[config.mk]
export PLATFORM = sky130hd
export DESIGN_NAME = playback_skip_interval_engine_top
export DESIGN_NICKNAME = d
export VERILOG_FILES = /design/src/rtl/psie_pkg.sv /design/src/rtl/psie_ram.sv /design/src/rtl/psie_seq.sv /design/src/rtl/playback_skip_interval_engine_top.sv
export SDC_FILE = /design/constraint.sdc
export NUM_CORES = 2
export LEC_CHECK = 0
export BUFFER_PORTS_ARGS = -buffer_cell sky130_fd_sc_hd__buf_2
export CAP_MARGIN = 40
export CELL_PAD_IN_SITES_DETAIL_PLACEMENT = 1
export CELL_PAD_IN_SITES_GLOBAL_PLACEMENT = 1
export CORE_MARGIN = 10
export CORE_UTILIZATION = 45
export DETAILED_ROUTE_END_ITERATION = 8
export HOLD_SLACK_MARGIN = 0.06
export PLACE_DENSITY = 0.78
export SETUP_SLACK_MARGIN = 0.05
export SYNTH_ARGS = -nofsm -noshare
export SYNTH_HDL_FRONTEND = slang
export SYNTH_SLANG_ARGS = --single-unit
[constraint.sdc]
create_clock -name clk -period 14.6 [get_ports clk]
set_input_delay 0.73 -clock clk [delete_from_list [all_inputs] [get_ports clk]]
set_output_delay 0.73 -clock clk [all_outputs]
set_load 0.02 [all_outputs]
[src/rtl/psie_pkg.sv]
// ----------------------------------------------------------------------------
// psie_pkg
// Types, constants and helpers shared by the skip interval engine.
// ----------------------------------------------------------------------------
package psie_pkg;

  localparam int unsigned MAX_INTERVALS_DEF = 16;
  localparam int unsigned RANGE_CNT_W       = 5;
  localparam logic [31:0] BACK_STEP_MS      = 32'd10;
  localparam logic [31:0] MIN_LEN_MS        = 32'd1;

  typedef enum logic [2:0] {
    CMD_POSITION = 3'd0,
    CMD_REL_SEEK = 3'd1,
    CMD_MARK     = 3'd2,
    CMD_ADD      = 3'd3,
    CMD_CLEAR    = 3'd4,
    CMD_STOP     = 3'd5,
    CMD_FINISHED = 3'd6,
    CMD_NOP      = 3'd7
  } cmd_t;

  typedef enum logic [3:0] {
    ST_IDLE,
    ST_POS_RD,
    ST_POS_CHK,
    ST_SEEK_RD,
    ST_SEEK_CHK,
    ST_SEEK_END,
    ST_INS_RD,
    ST_INS_PROC,
    ST_INS_TAIL,
    ST_INS_FLUSH,
    ST_DONE
  } state_t;

  typedef struct packed {
    logic [2:0]         cmd;
    logic               paused;
    logic [31:0]        position_ms;
    logic signed [31:0] delta_ms;
    logic [31:0]        range_start_ms;
    logic [31:0]        range_end_ms;
  } in_beat_t;

  typedef struct packed {
    logic                   seek_valid;
    logic [31:0]            seek_target_ms;
    logic                   finish_request;
    logic                   mark_pending;
    logic [31:0]            mark_start_ms;
    logic [RANGE_CNT_W-1:0] range_count;
    logic                   table_overflow;
  } out_beat_t;

  function automatic logic [31:0] clamp_end(input logic [31:0] e, input logic [31:0] dur);
    clamp_end = (dur != 32'd0 && e > dur) ? dur : e;
  endfunction

  // true when the interval [s, e) is empty or at most one millisecond long
  function automatic logic is_short(input logic [31:0] s, input logic [31:0] e);
    is_short = ({1'b0, e} <= ({1'b0, s} + {1'b0, MIN_LEN_MS}));
  endfunction

endpackage

[src/rtl/psie_ram.sv]
// ----------------------------------------------------------------------------
// psie_ram
// Interval store: two banks of start/end pairs, one write and one
// registered read port.
// ----------------------------------------------------------------------------
module psie_ram #(
  parameter int unsigned AW = 5
) (
  input  logic          clk,
  input  logic          wr_en,
  input  logic [AW-1:0] wr_addr,
  input  logic [63:0]   wr_data,
  input  logic          rd_en,
  input  logic [AW-1:0] rd_addr,
  output logic [63:0]   rd_data
);

  logic [63:0] mem [2**AW];

  always_ff @(posedge clk) begin
    if (wr_en) begin
      mem[wr_addr] <= wr_data;
    end
    if (rd_en) begin
      rd_data <= mem[rd_addr];
    end
  end

endmodule

[src/rtl/psie_seq.sv]
// ----------------------------------------------------------------------------
// psie_seq
// Command sequencer: walks the interval store one entry per step for
// position checks, seek resolution and merged inserts.
// ----------------------------------------------------------------------------
module psie_seq #(
  parameter int unsigned MAX_INTERVALS = psie_pkg::MAX_INTERVALS_DEF,
  parameter int unsigned IW = (MAX_INTERVALS > 1) ? $clog2(MAX_INTERVALS) : 1,
  parameter int unsigned AW = IW + 1
) (
  input  logic                clk,
  input  logic                rst_n,
  input  logic                start,
  output logic                busy,
  input  psie_pkg::in_beat_t  in_data,
  output logic                out_valid,
  output psie_pkg::out_beat_t out_data,
  input  logic                cfg_we,
  input  logic [31:0]         cfg_wdata,
  output logic                wr_en,
  output logic [AW-1:0]       wr_addr,
  output logic [63:0]         wr_data,
  output logic                rd_en,
  output logic [AW-1:0]       rd_addr,
  input  logic [63:0]         rd_data
);

  localparam int unsigned CW = $clog2(MAX_INTERVALS + 1);
  localparam int unsigned MW = $clog2(MAX_INTERVALS + 2);
  localparam logic [MW-1:0] MAX_M = MW'(MAX_INTERVALS);

  psie_pkg::state_t state_r, state_nxt;

  logic [31:0]   dur_r, dur_nxt;
  logic [CW-1:0] cnt_r, cnt_nxt;
  logic          bank_r, bank_nxt;
  logic [31:0]   cur_pos_r, cur_pos_nxt;
  logic          mark_flag_r, mark_flag_nxt;
  logic [31:0]   mark_start_r, mark_start_nxt;
  logic          jump_r, jump_nxt;
  logic          fin_pend_r, fin_pend_nxt;

  logic [CW-1:0] idx_r, idx_nxt;
  logic [MW-1:0] pass_r, pass_nxt;
  logic [MW-1:0] m_r, m_nxt;
  logic [31:0]   t_r, t_nxt;
  logic          fwd_r, fwd_nxt;
  logic [31:0]   new_s_r, new_s_nxt, new_e_r, new_e_nxt;
  logic          new_v_r, new_v_nxt;
  logic [31:0]   last_s_r, last_s_nxt, last_e_r, last_e_nxt;
  logic          last_v_r, last_v_nxt;

  logic          seek_r, seek_nxt;
  logic [31:0]   target_r, target_nxt;
  logic          fin_r, fin_nxt;
  logic          ovf_r, ovf_nxt;

  logic [31:0] ent_s, ent_e, ent_ec;
  logic        ent_v;
  logic        last_idx;

  assign ent_s    = rd_data[63:32];
  assign ent_e    = rd_data[31:0];
  assign ent_ec   = psie_pkg::clamp_end(ent_e, dur_r);
  assign ent_v    = !psie_pkg::is_short(ent_s, ent_ec);
  assign last_idx = (CW'(idx_r + 1'b1) == cnt_r);

  always_ff @(posedge clk) begin
    if (!rst_n) begin
      state_r      <= psie_pkg::ST_IDLE;
      dur_r        <= '0;
      cnt_r        <= '0;
      bank_r       <= 1'b0;
      cur_pos_r    <= '0;
      mark_flag_r  <= 1'b0;
      mark_start_r <= '0;
      jump_r       <= 1'b0;
      fin_pend_r   <= 1'b0;
    end else begin
      state_r      <= state_nxt;
      dur_r        <= dur_nxt;
      cnt_r        <= cnt_nxt;
      bank_r       <= bank_nxt;
      cur_pos_r    <= cur_pos_nxt;
      mark_flag_r  <= mark_flag_nxt;
      mark_start_r <= mark_start_nxt;
      jump_r       <= jump_nxt;
      fin_pend_r   <= fin_pend_nxt;
    end
  end

  always_ff @(posedge clk) begin
    idx_r    <= idx_nxt;
    pass_r   <= pass_nxt;
    m_r      <= m_nxt;
    t_r      <= t_nxt;
    fwd_r    <= fwd_nxt;
    new_s_r  <= new_s_nxt;
    new_e_r  <= new_e_nxt;
    new_v_r  <= new_v_nxt;
    last_s_r <= last_s_nxt;
    last_e_r <= last_e_nxt;
    last_v_r <= last_v_nxt;
    seek_r   <= seek_nxt;
    target_r <= target_nxt;
    fin_r    <= fin_nxt;
    ovf_r    <= ovf_nxt;
  end

  always_comb begin
    logic [31:0]        a_s, a_e, n_ec, p_s, p_e;
    logic signed [33:0] sum;
    logic [31:0]        tc;
    logic               new_first;
    logic [MW-1:0]      m_fin;
    state_nxt      = state_r;
    dur_nxt        = cfg_we ? cfg_wdata : dur_r;
    cnt_nxt        = cnt_r;
    bank_nxt       = bank_r;
    cur_pos_nxt    = cur_pos_r;
    mark_flag_nxt  = mark_flag_r;
    mark_start_nxt = mark_start_r;
    jump_nxt       = jump_r;
    fin_pend_nxt   = fin_pend_r;
    idx_nxt        = idx_r;
    pass_nxt       = pass_r;
    m_nxt          = m_r;
    t_nxt          = t_r;
    fwd_nxt        = fwd_r;
    new_s_nxt      = new_s_r;
    new_e_nxt      = new_e_r;
    new_v_nxt      = new_v_r;
    last_s_nxt     = last_s_r;
    last_e_nxt     = last_e_r;
    last_v_nxt     = last_v_r;
    seek_nxt       = seek_r;
    target_nxt     = target_r;
    fin_nxt        = fin_r;
    ovf_nxt        = ovf_r;
    wr_en          = 1'b0;
    wr_addr        = {~bank_r, m_r[IW-1:0]};
    wr_data        = {last_s_r, last_e_r};
    rd_en          = 1'b0;
    rd_addr        = {bank_r, idx_r[IW-1:0]};
    a_s            = '0;
    a_e            = '0;
    n_ec           = '0;
    p_s            = '0;
    p_e            = '0;
    sum            = '0;
    tc             = '0;
    new_first      = 1'b0;
    m_fin          = '0;

    unique case (state_r)
      psie_pkg::ST_IDLE: begin
        if (start) begin
          seek_nxt   = 1'b0;
          target_nxt = '0;
          fin_nxt    = 1'b0;
          ovf_nxt    = 1'b0;
          idx_nxt    = '0;
          state_nxt  = psie_pkg::ST_DONE;
          a_s        = in_data.range_start_ms;
          a_e        = in_data.range_end_ms;
          unique case (psie_pkg::cmd_t'(in_data.cmd))
            psie_pkg::CMD_POSITION: begin
              cur_pos_nxt = in_data.position_ms;
              if (jump_r) begin
                jump_nxt = 1'b0;
              end else if (!in_data.paused && cnt_r != '0) begin
                state_nxt = psie_pkg::ST_POS_RD;
              end
            end
            psie_pkg::CMD_REL_SEEK: begin
              if (in_data.delta_ms != '0) begin
                sum = $signed({2'b00, cur_pos_r}) + 34'(in_data.delta_ms);
                if (sum < 0) begin
                  tc = '0;
                end else if (dur_r != '0 && sum > $signed({2'b00, dur_r})) begin
                  tc = dur_r;
                end else if (sum > $signed({2'b00, 32'hFFFF_FFFF})) begin
                  tc = 32'hFFFF_FFFF;
                end else begin
                  tc = sum[31:0];
                end
                t_nxt     = tc;
                fwd_nxt   = !in_data.delta_ms[31];
                pass_nxt  = MW'(1);
                state_nxt = (cnt_r == '0) ? psie_pkg::ST_SEEK_END : psie_pkg::ST_SEEK_RD;
              end
            end
            psie_pkg::CMD_MARK: begin
              if (in_data.paused) begin
                if (!mark_flag_r) begin
                  mark_flag_nxt  = 1'b1;
                  mark_start_nxt = cur_pos_r;
                end else begin
                  mark_flag_nxt  = 1'b0;
                  mark_start_nxt = '0;
                  a_s            = mark_start_r;
                  a_e            = cur_pos_r;
                  state_nxt      = psie_pkg::ST_INS_RD;
                end
              end
            end
            psie_pkg::CMD_ADD: begin
              state_nxt = psie_pkg::ST_INS_RD;
            end
            psie_pkg::CMD_CLEAR: begin
              cnt_nxt = '0;
            end
            psie_pkg::CMD_STOP: begin
              jump_nxt       = 1'b0;
              fin_pend_nxt   = 1'b0;
              mark_flag_nxt  = 1'b0;
              mark_start_nxt = '0;
            end
            psie_pkg::CMD_FINISHED: begin
              fin_pend_nxt = 1'b0;
            end
            default: begin
            end
          endcase
          if (state_nxt == psie_pkg::ST_INS_RD) begin
            p_s = (a_s < a_e) ? a_s : a_e;
            p_e = (a_s < a_e) ? a_e : a_s;
            if (psie_pkg::is_short(p_s, p_e)) begin
              state_nxt = psie_pkg::ST_DONE;
            end else begin
              n_ec       = psie_pkg::clamp_end(p_e, dur_r);
              new_s_nxt  = p_s;
              new_e_nxt  = n_ec;
              new_v_nxt  = !psie_pkg::is_short(p_s, n_ec);
              last_v_nxt = 1'b0;
              m_nxt      = '0;
              if (cnt_r == '0) begin
                state_nxt = psie_pkg::ST_INS_TAIL;
              end
            end
          end
        end
      end

      psie_pkg::ST_POS_RD: begin
        rd_en     = 1'b1;
        state_nxt = psie_pkg::ST_POS_CHK;
      end

      psie_pkg::ST_POS_CHK: begin
        if (cur_pos_r >= ent_s && cur_pos_r < ent_e) begin
          if (dur_r != '0 && ent_e >= dur_r) begin
            fin_nxt      = !fin_pend_r;
            fin_pend_nxt = 1'b1;
          end else begin
            jump_nxt   = 1'b1;
            seek_nxt   = 1'b1;
            target_nxt = ent_e;
          end
          state_nxt = psie_pkg::ST_DONE;
        end else if (last_idx) begin
          state_nxt = psie_pkg::ST_DONE;
        end else begin
          idx_nxt   = CW'(idx_r + 1'b1);
          state_nxt = psie_pkg::ST_POS_RD;
        end
      end

      psie_pkg::ST_SEEK_RD: begin
        rd_en     = 1'b1;
        state_nxt = psie_pkg::ST_SEEK_CHK;
      end

      psie_pkg::ST_SEEK_CHK: begin
        if (fwd_r ? (t_r >= ent_s && t_r < ent_e) : (t_r > ent_s && t_r <= ent_e)) begin
          t_nxt = fwd_r ? ent_e
                        : ((ent_s > psie_pkg::BACK_STEP_MS) ? ent_s - psie_pkg::BACK_STEP_MS
                                                            : 32'd0);
          if (pass_r <= MAX_M) begin
            pass_nxt  = MW'(pass_r + 1'b1);
            idx_nxt   = '0;
            state_nxt = psie_pkg::ST_SEEK_RD;
          end else begin
            state_nxt = psie_pkg::ST_SEEK_END;
          end
        end else if (last_idx) begin
          state_nxt = psie_pkg::ST_SEEK_END;
        end else begin
          idx_nxt   = CW'(idx_r + 1'b1);
          state_nxt = psie_pkg::ST_SEEK_RD;
        end
      end

      psie_pkg::ST_SEEK_END: begin
        if (dur_r != '0 && t_r >= dur_r) begin
          fin_nxt      = !fin_pend_r;
          fin_pend_nxt = 1'b1;
        end else begin
          jump_nxt   = 1'b1;
          seek_nxt   = 1'b1;
          target_nxt = t_r;
        end
        state_nxt = psie_pkg::ST_DONE;
      end

      psie_pkg::ST_INS_RD: begin
        rd_en     = 1'b1;
        state_nxt = psie_pkg::ST_INS_PROC;
      end

      psie_pkg::ST_INS_PROC, psie_pkg::ST_INS_TAIL: begin
        new_first = new_v_r && (new_s_r < ent_s || (new_s_r == ent_s && new_e_r <= ent_e));
        if (state_r == psie_pkg::ST_INS_TAIL || new_first) begin
          p_s       = new_s_r;
          p_e       = new_e_r;
          new_v_nxt = 1'b0;
        end else begin
          p_s = ent_s;
          p_e = ent_ec;
        end
        if ((state_r == psie_pkg::ST_INS_TAIL) ? new_v_r : (new_first || ent_v)) begin
          if (last_v_r && ({1'b0, p_s} <= ({1'b0, last_e_r} + 33'd1))) begin
            last_e_nxt = (p_e > last_e_r) ? p_e : last_e_r;
          end else begin
            if (last_v_r) begin
              wr_en = (m_r < MAX_M);
              m_nxt = MW'(m_r + 1'b1);
            end
            last_s_nxt = p_s;
            last_e_nxt = p_e;
            last_v_nxt = 1'b1;
          end
        end
        if (state_r == psie_pkg::ST_INS_TAIL) begin
          state_nxt = psie_pkg::ST_INS_FLUSH;
        end else if (!new_first) begin
          if (last_idx) begin
            state_nxt = psie_pkg::ST_INS_TAIL;
          end else begin
            idx_nxt   = CW'(idx_r + 1'b1);
            state_nxt = psie_pkg::ST_INS_RD;
          end
        end
      end

      psie_pkg::ST_INS_FLUSH: begin
        wr_en = last_v_r && (m_r < MAX_M);
        m_fin = MW'(m_r + MW'(last_v_r));
        if (m_fin > MAX_M) begin
          ovf_nxt = 1'b1;
        end else begin
          cnt_nxt  = m_fin[CW-1:0];
          bank_nxt = ~bank_r;
        end
        state_nxt = psie_pkg::ST_DONE;
      end

      psie_pkg::ST_DONE: begin
        state_nxt = psie_pkg::ST_IDLE;
      end

      default: begin
        state_nxt = psie_pkg::ST_IDLE;
      end
    endcase
  end

  assign busy      = (state_r != psie_pkg::ST_IDLE);
  assign out_valid = (state_r == psie_pkg::ST_DONE);

  always_comb begin
    out_data.seek_valid     = seek_r;
    out_data.seek_target_ms = target_r;
    out_data.finish_request = fin_r;
    out_data.mark_pending   = mark_flag_r;
    out_data.mark_start_ms  = mark_start_r;
    out_data.range_count    = psie_pkg::RANGE_CNT_W'(cnt_r);
    out_data.table_overflow = ovf_r;
  end

endmodule

[src/rtl/playback_skip_interval_engine_top.sv]
// ----------------------------------------------------------------------------
// playback_skip_interval_engine_top
// Skip interval table with position checks, interval skipping seeks and
// merged inserts.
// ----------------------------------------------------------------------------
// Usage:
//   Raise start with a command beat on in_data while busy is low; the beat is
//   taken at that edge and busy stays high until the result has been shown.
//   Exactly one result beat follows each command: out_valid is high for one
//   cycle with out_data, and the receiver cannot stall it.
//   cfg_we/cfg_wdata load the media duration; write only while busy is low.
// Command handling walks the interval store one entry per step
// (read, then check per entry), over the N intervals held:
//   clear, stop, finished, mark start, zero delta, ignored commands: no walk.
//   position event: at most one walk, ending at its first hit.
//   add range / mark end: one walk, then a tail and a flush step; the new
//   interval takes a process step of its own when it sorts ahead of a held one; an interval of 1 ms or less: no walk.
//   relative seek: walk passes over the store, where a pass ends at its
//   first hit and there are at most MAX_INTERVALS+1 passes.
//   The next beat is taken the cycle after out_valid.
// Reset (rst_n low, synchronous) empties the table, clears marking, jump
// and finish state and sets the duration to unknown; no clearing pass.
// ----------------------------------------------------------------------------
module playback_skip_interval_engine_top #(
  parameter int unsigned MAX_INTERVALS = psie_pkg::MAX_INTERVALS_DEF
) (
  input  logic                clk,
  input  logic                rst_n,
  input  logic                start,
  output logic                busy,
  input  psie_pkg::in_beat_t  in_data,
  output logic                out_valid,
  output psie_pkg::out_beat_t out_data,
  input  logic                cfg_we,
  input  logic [31:0]         cfg_wdata
);

  localparam int unsigned IW = (MAX_INTERVALS > 1) ? $clog2(MAX_INTERVALS) : 1;
  localparam int unsigned AW = IW + 1;

  logic          wr_en, rd_en;
  logic [AW-1:0] wr_addr, rd_addr;
  logic [63:0]   wr_data, rd_data;

  psie_seq #(
    .MAX_INTERVALS(MAX_INTERVALS),
    .IW(IW),
    .AW(AW)
  ) u_seq (
    .clk(clk),
    .rst_n(rst_n),
    .start(start),
    .busy(busy),
    .in_data(in_data),
    .out_valid(out_valid),
    .out_data(out_data),
    .cfg_we(cfg_we),
    .cfg_wdata(cfg_wdata),
    .wr_en(wr_en),
    .wr_addr(wr_addr),
    .wr_data(wr_data),
    .rd_en(rd_en),
    .rd_addr(rd_addr),
    .rd_data(rd_data)
  );

  psie_ram #(
    .AW(AW)
  ) u_ram (
    .clk(clk),
    .wr_en(wr_en),
    .wr_addr(wr_addr),
    .wr_data(wr_data),
    .rd_en(rd_en),
    .rd_addr(rd_addr),
    .rd_data(rd_data)
  );

endmodule

# --- After elaboration in Yosys (flattened, before gate mapping) ---
# Memories as Yosys holds them, arrays and structs flattened. A register that Yosys moved wholly into a read port is not among the register bits.
# Cells that the tools add are included.
# Widths: inputs -> output; s select.
op_classes:
  magnitude_cmp: 25
  n_bitwise: 4
  muxes: 128
  n_reduce_logical: 59
  n_addsub: 9
  n_eq_ne: 47
op_table:
  columns: ["op", "n"]
  rows:
  - ["$mux 32", 35]
  - ["$le 32x33->1", 4]
  - ["$ge 32x32->1", 4]
  - ["$gt 32x32->1", 4]
  - ["$lt 32x32->1", 4]
  - ["$pmux 32 s2", 2]
  - ["$mux 5", 21]
  - ["$add 32x1->33 const B", 3]
  - ["$pmux 32 s3", 1]
  - ["$mux 4", 17]
  - ["$le 32x32->1", 2]
  - ["$reduce_bool 32->1", 2]
  - ["$add 33x32->34", 1]
  - ["$gt 34x33->1", 1]
  - ["$gt 34x33->1 const B", 1]
  - ["$lt 34x1->1 const B", 1]
  - ["$mux 1", 34]
  - ["$eq 32x32->1", 1]
  - ["$gt 32x4->1 const B", 1]
  - ["$pmux 4 s8", 1]
  - ["$sub 32x4->32 const B", 1]
  - ["$ne 2x2->1 const B", 15]
  - ["$pmux 5 s2", 3]
  - ["$reduce_and 6->1", 5]
  - ["38 further kinds", 108]
word_totals:
  ramBits: 2048
  elab_cells: 297
  inputBits: 168
  out_inout_bits: 75
  regBits: 322
  memories: 1
mem_list:
  columns: ["name", "words", "width", "read_ports", "rd_ports_with_merged_regs", "wr", "line_no", "source"]
  rows:
  - ["u_ram.mem", 32, 64, 1, 1, 1, "psie_ram.sv:18", "logic [63:0] mem [2**AW];"]

# --- Depth between registers and ports, before layout ---
depth:
  depth_word: 16
  depth_mapped: 43
  ltp_nobuf: 35

# --- By module ---
# Synthesis repeated with hierarchy kept, for this count alone.
hier_totals:
  cells_unflattened: 6696
  hier_area_um2: 111809.7
modules_own_cells:
  columns: ["module", "n_inst", "seq_area_each_um2", "area_each_um2", "cells_per_inst"]
  rows:
  - ["psie_ram", 1, 63420.8, 79590.1, 3097]
  - ["psie_seq", 1, 8578.2, 32219.7, 3599]

# --- Least setup slack after synthesis ---
# OpenSTA, ideal clock, no wires.
synth_path:
  path_type: "flip-flop to flip-flop"
  startpoint: "register u_ram.rd_data[52] (read register of u_ram.mem)"
  endpoint: "memory u_ram.mem[29][0] (enable)"
  t_required_ns: 13.771
  path_buffers: 3
  synth_period_minus_slack_ns: 15.406
  path_slack_ns: -0.806
  path_stages_with_launch: 23
  setup_ns: 0.829
  arrival_ns: 14.577
  path_cell_list: "edfxtp_1 > clkinv_1 > ha_1 > and4_1 > a221oi_1 > o21ai_0 > a21oi_1 > nor3_1 > nor3_1 > a211oi_1 > clkbuf_1 > clkbuf_1 > mux2_2 > ha_1 > nand4_1 > nor4_1 > o211ai_1 > o311ai_0 > o211ai_1 > nor2_1 > o21ai_2 > clkbuf_1 > a2111oi_0"
synth_between:
  elab_chain_len: 14
  elab_cells_between_ends: 20
  cone_classes: "add/sub: 1; order compare: 3; eq/ne: 1; mux: 8; reduce/logical: 7"
synth_rtl:
  columns: ["item", "line_no", "source"]
  rows:
  - ["from (decl)", "psie_ram.sv:15", "output logic [63:0] rd_data"]
  - ["branches (longest 10 deep; another with $le 32x33->1)", null, null]
  - ["$mux 1 (*)", "psie_seq.sv:321", "if ((state_r == psie_pkg::ST_INS_TAIL) ? new_v_r : (new_first || ent_v)) begin"]
  - ["$pmux 1 s2 (*)", "psie_seq.sv:155", "unique case (state_r)"]
  - ["$mux 1 (*)", "psie_ram.sv:21", "if (wr_en) begin"]
  - ["$mux 1 (not written as such) (*)", "psie_ram.sv:22", "mem[wr_addr] <= wr_data;"]
  - ["to (decl)", "psie_ram.sv:18", null]
# Mark *: on every way between the ends. The select of a mux whose other input is x is not followed.

# --- Final worst setup path ---
layout_path:
  startpoint: "input port in_data[131] in the netlist's numbering"
  endpoint: "register u_seq.new_e_r[13] (enable)"
layout_between:
  elab_chain_len: 10
  elab_cells_between_ends: 21
  cone_classes: "add/sub: 1; order compare: 2; eq/ne: 4; mux: 11; bitwise: 1; reduce/logical: 2"
layout_rtl:
  columns: ["item", "line_no", "source"]
  rows:
  - ["from (decl)", "playback_skip_interval_engine_top.sv:31", "input psie_pkg::in_beat_t in_data,"]
  - ["$eq 3x2->1", "psie_seq.sv:166", "unique case (psie_pkg::cmd_t'(in_data.cmd))"]
  - ["$mux 32", "psie_seq.sv:166", null]
  - ["$mux 32", "psie_seq.sv:157", "if (start) begin"]
  - ["$mux 32", "psie_seq.sv:155", null]
  - ["$lt 32x32->1", "psie_seq.sv:226, psie_seq.sv:227", null]
  - ["$mux 32", "psie_seq.sv:226", "p_s = (a_s < a_e) ? a_s : a_e;"]
  - ["$add 32x1->33", "psie_pkg.sv:62", "is_short = ({1'b0, e} <= ({1'b0, s} + {1'b0, MIN_LEN_MS}));"]
  - ["$le 32x33->1", "psie_pkg.sv:62", null]
  - ["$not 1->1 (no source line)", null, null]
  - ["$reduce_and 4->1 (no source line) (*)", null, null]
  - ["to (signal assigned)", "psie_seq.sv:99", "new_e_r <= new_e_nxt;"]
  - ["to (decl)", "psie_seq.sv:48", "logic [31:0] new_s_r, new_s_nxt, new_e_r, new_e_nxt;"]
# Mark *: on every way between the ends. The rest lies on a longest branch, timed or not. The select of a mux whose other input is x is not followed.
# A chain may end at the register's enable or synchronous reset.

==> impl_results.md <==
- Avg Inst Size Synth: 16.7 sq um
- Crit path max-delay family: simple AND/OR/NAND/NOR gates
- Hold path cells: 3
- Die Y: 519 microns
- EDFF count, synth: 2325
- Final worst path period need: 10330 ps
- Hold Vio Cnt, Final: 0
- Routed Antenna Nets: 0
- Die Footprint: 269000 sq um
- Relative slew slack: 29.8%
- Top cells by area, synth: edfxtp_1, mux4_2, ha_1, dfxtp_1, mux2_2
- Mapped Nets: 7431
- Post-layout worst setup margin: 4270 ps
- TritonCTS clock tree: yes
- Async SR Flop Fraction: 0%
- R2r setup slk: 4350 ps
- TritonCTS Buffers: 236
- Hpwl dp: 245000 microns
- First-pass GRT wire length: 549000 microns
- NumNets Final: 7890
- Max VDD drop: 0.000221 V
- Main synth FF type: edfxtp_1
- Main combinational cell family by area after synthesis: multiplexers
- Crit end category: register
- Max-capacitance violation count: 0
- Final setup violation count: 0
- Most common cell in the netlist: edfxtp_1
- Grt ovf: 0
- Initial Util: 45.1%
- Die Wd: 519 microns
- Largest net degree at the start of global routing: 149
- Worst-path clk slew: 60 ps
- Yosys warns: 0
- Final cycle utilization of the critical path: 70.7%
- Via count: 70700
- GRT Total Usage: 28.0%
- Outcome: complete, no violations
- Total negative slack: 0 ps
- Routed WL: 390000 microns
- Post-synth top area cell: edfxtp_1
- Vias per cell: 6.60
- CTS resizes: 0
- Vias in the first global route: 72600
- WP buf/inv: 7
- CP Data Arrival Time: 10830 ps
- Placer Congestion: 0.983
- Ports: 243
- Tot Pwr: 22.0 mW
- Max incr delay on CP: 730 ps
- Most used cell, CP: buf_4
- Synth Area in XOR/XNOR: 1.24%
- Area of the core: 248000 sq um
- Worst min path class: in2reg
- Clk root buf: clkbuf_16
- Post-synthesis simple-gate area fraction: 5.17%
- DRT iter0 DRCs: 9405
- Reg2Reg Depth: 28
- DRC viols: 0
- Fmax: 96.8 MHz
- Share of the synthesized area in the top cell type: 62.3%
- Static leakage power: 44.1 nW
- Post-Synthesis Cells: 6703
- Post-synthesis mux area share: 15.7%
- Drt first pass iters: 5
- RSZ-0062 raised after global routing: false
- Final hold slack: 95.7 ps
- RR Endpoint: u_seq.new_e_r[13]
- Area grow syn2layout: 14.5%
- #FFs+latches synth: 2434
- Clock sink count: 2434
- Clock Tree Buf Depth: 3
- Startpoint class of the critical path: input pin
- Pins Over Slew Limit: 0
- Setup Skew: 68.6 ps
- Share of cells above drive strength 1: 23.4%
- Cell Area, Synth: 112000 sq um
- Sequential area share after synthesis: 64.3%
- PD cells: 172 nW/um^2
- Critical path class: in2reg
- Hold path start: cfg_wdata[19]
- CTS HTree Levels: 4
- Setup WS pre-CTS: 3410 ps
- Worst-Skew Late Latency: 940 ps
- Critical-path maximum fanout: 60
- Top cells by count, synth: edfxtp_1, mux4_2, ha_1
- RR Startpoint: u_seq.mark_flag_r
- Hold Path End: u_seq.dur_r[19]
- Synth unique cells: 90
- Number of port buffers: 242
- Site Rows: 183
- Complex-gate fraction of the synthesized area: 5.60%
- Drt wl/cell: 36.4 microns
- Synth Area in Adders: 6.26%
- Antenna violations before repair: 24
- Slowest library cell on the worst path: buf_4
- Worst slew pin tran: 1050 ps
- WP data required: 15100 ps
## through the flow
stage	area [sq um]	instances	util [%]
finish	128000	10700	51.7
CTS	128000	10700	51.5
global route	128000	10700	51.7
floorplan	112000	6703	-
detailed placement	119000	10200	48.1
global placement	118000	10100	47.5
## layout make-up
type,count,area (sq um)
antenna,8,20.0
tap,3330,4170
timing repair buffer,527,4870
clock buffer,278,6170
clock inverter,164,1820
inverter,211,792
sequential,2434,72000
multi-input combinational,3752,38500
fill,23200,120000
## worst register-to-register path, delay by kind of cell, from the launching register on
| family | cells | cell delay [ps] |
|---|---|---|
| flops | 1 | 340 |
| simple gates | 11 | 3190 |
| fa+ha+maj | 3 | 1120 |
| mux | 2 | 720 |
| xor+xnor | 1 | 260 |
| compound gates | 6 | 1690 |
| buf+inv | 5 | 2460 |
## how the worst max path moves through the flow
stage | startpoint | to | slack [ps] | cells past startpoint
floorplan | u_ram.rd_data[52] | u_ram.mem[29][0] | -810 | 22
global placement | in_data[131] | u_seq.new_s_r[25] | 3640 | 33
detailed placement | in_data[131] | u_seq.new_e_r[28] | 3410 | 30
CTS | in_data[131] | u_seq.new_e_r[13] | 4350 | 30
global route | in_data[131] | u_seq.new_e_r[13] | 3560 | 33
finish | in_data[131] | u_seq.new_e_r[13] | 4270 | 31
## report_power, final
| group | switching [mW] | internal, mW |
|---|---|---|
| combinational | 4.05 | 3.05 |
| clock | 2.83 | 3.58 |
| sequential | 0.330 | 8.21 |
## layout by cell type, fill, tap and decap left out, types with 23 or more instances in the layout
cell type	synthesis	final
clkinv_1	2	50
o21ai_0	211	209
clkbuf_1	214	35
bufinv_16	0	31
edfxtp_1	2325	2325
buf_4	5	145
nand2b_1	29	29
buf_2	27	249
o32ai_1	31	31
mux2i_1	133	133
dfxtp_1	109	108
nand2_1	290	290
nand3_1	109	108
xor2_1	40	40
nor2b_1	120	120
dlygate4sd3_1	0	53
a22oi_1	47	47
nor4_1	60	57
clkinv_2	0	43
a21o_1	127	127
inv_1	208	207
o22ai_1	28	28
buf_16	0	59
nand4_1	118	118
a21boi_0	36	36
xnor2_1	118	118
ha_1	559	559
mux2_2	162	162
mux4_2	640	640
nor3_1	86	83
o21a_1	24	24
and3_1	34	34
a31oi_1	23	23
clkbuf_16	0	243
a21oi_1	256	240
a211oi_1	26	24
nor2_1	199	195
## metal layers
layer  GRT usage [%]  part of all wire, %  vias up
li1                -                    -    28100
met1            37.4                   38    37000
met3            5.47                  9.4      877
met4            12.0                  5.1       16
met2            44.8                   47     4705
met5               0                0.025        -
## kinds of logic (layout without fill, tap and decap cells)
kind of cell    after synthesis  in the layout
flops                      2434           2434
simple gates               1134           1134
compound gates              965            965
mux                         935            935
fa+ha+maj                   560            560
buf+inv                     517           1180
xor+xnor                    158            158
other cells                   0              8
## sequential cells by signal (all words and copies together), names as in the netlist, 4 cells and up
name	count
u_seq.t_r	32
u_seq.m_r	5
u_seq.idx_r	5
u_seq.cnt_r	5
u_seq.new_s_r	32
u_seq.target_r	32
u_seq.last_s_r	32
u_seq.cur_pos_r	32
u_seq.pass_r	5
u_ram.mem	2048
u_ram.rd_data	64
u_seq.last_e_r	32
u_seq.mark_start_r	32
u_seq.new_e_r	32
u_seq.dur_r	32
u_seq.state_r	4
## repair_timing
item | CTS | global route
hold buffers | 53 | 0
setup buffers | 0 | 0
endpoints found under the setup margin | 0 | 0
hold endpoints to repair | 53 | 0
(Power assumes the default switching activity.)
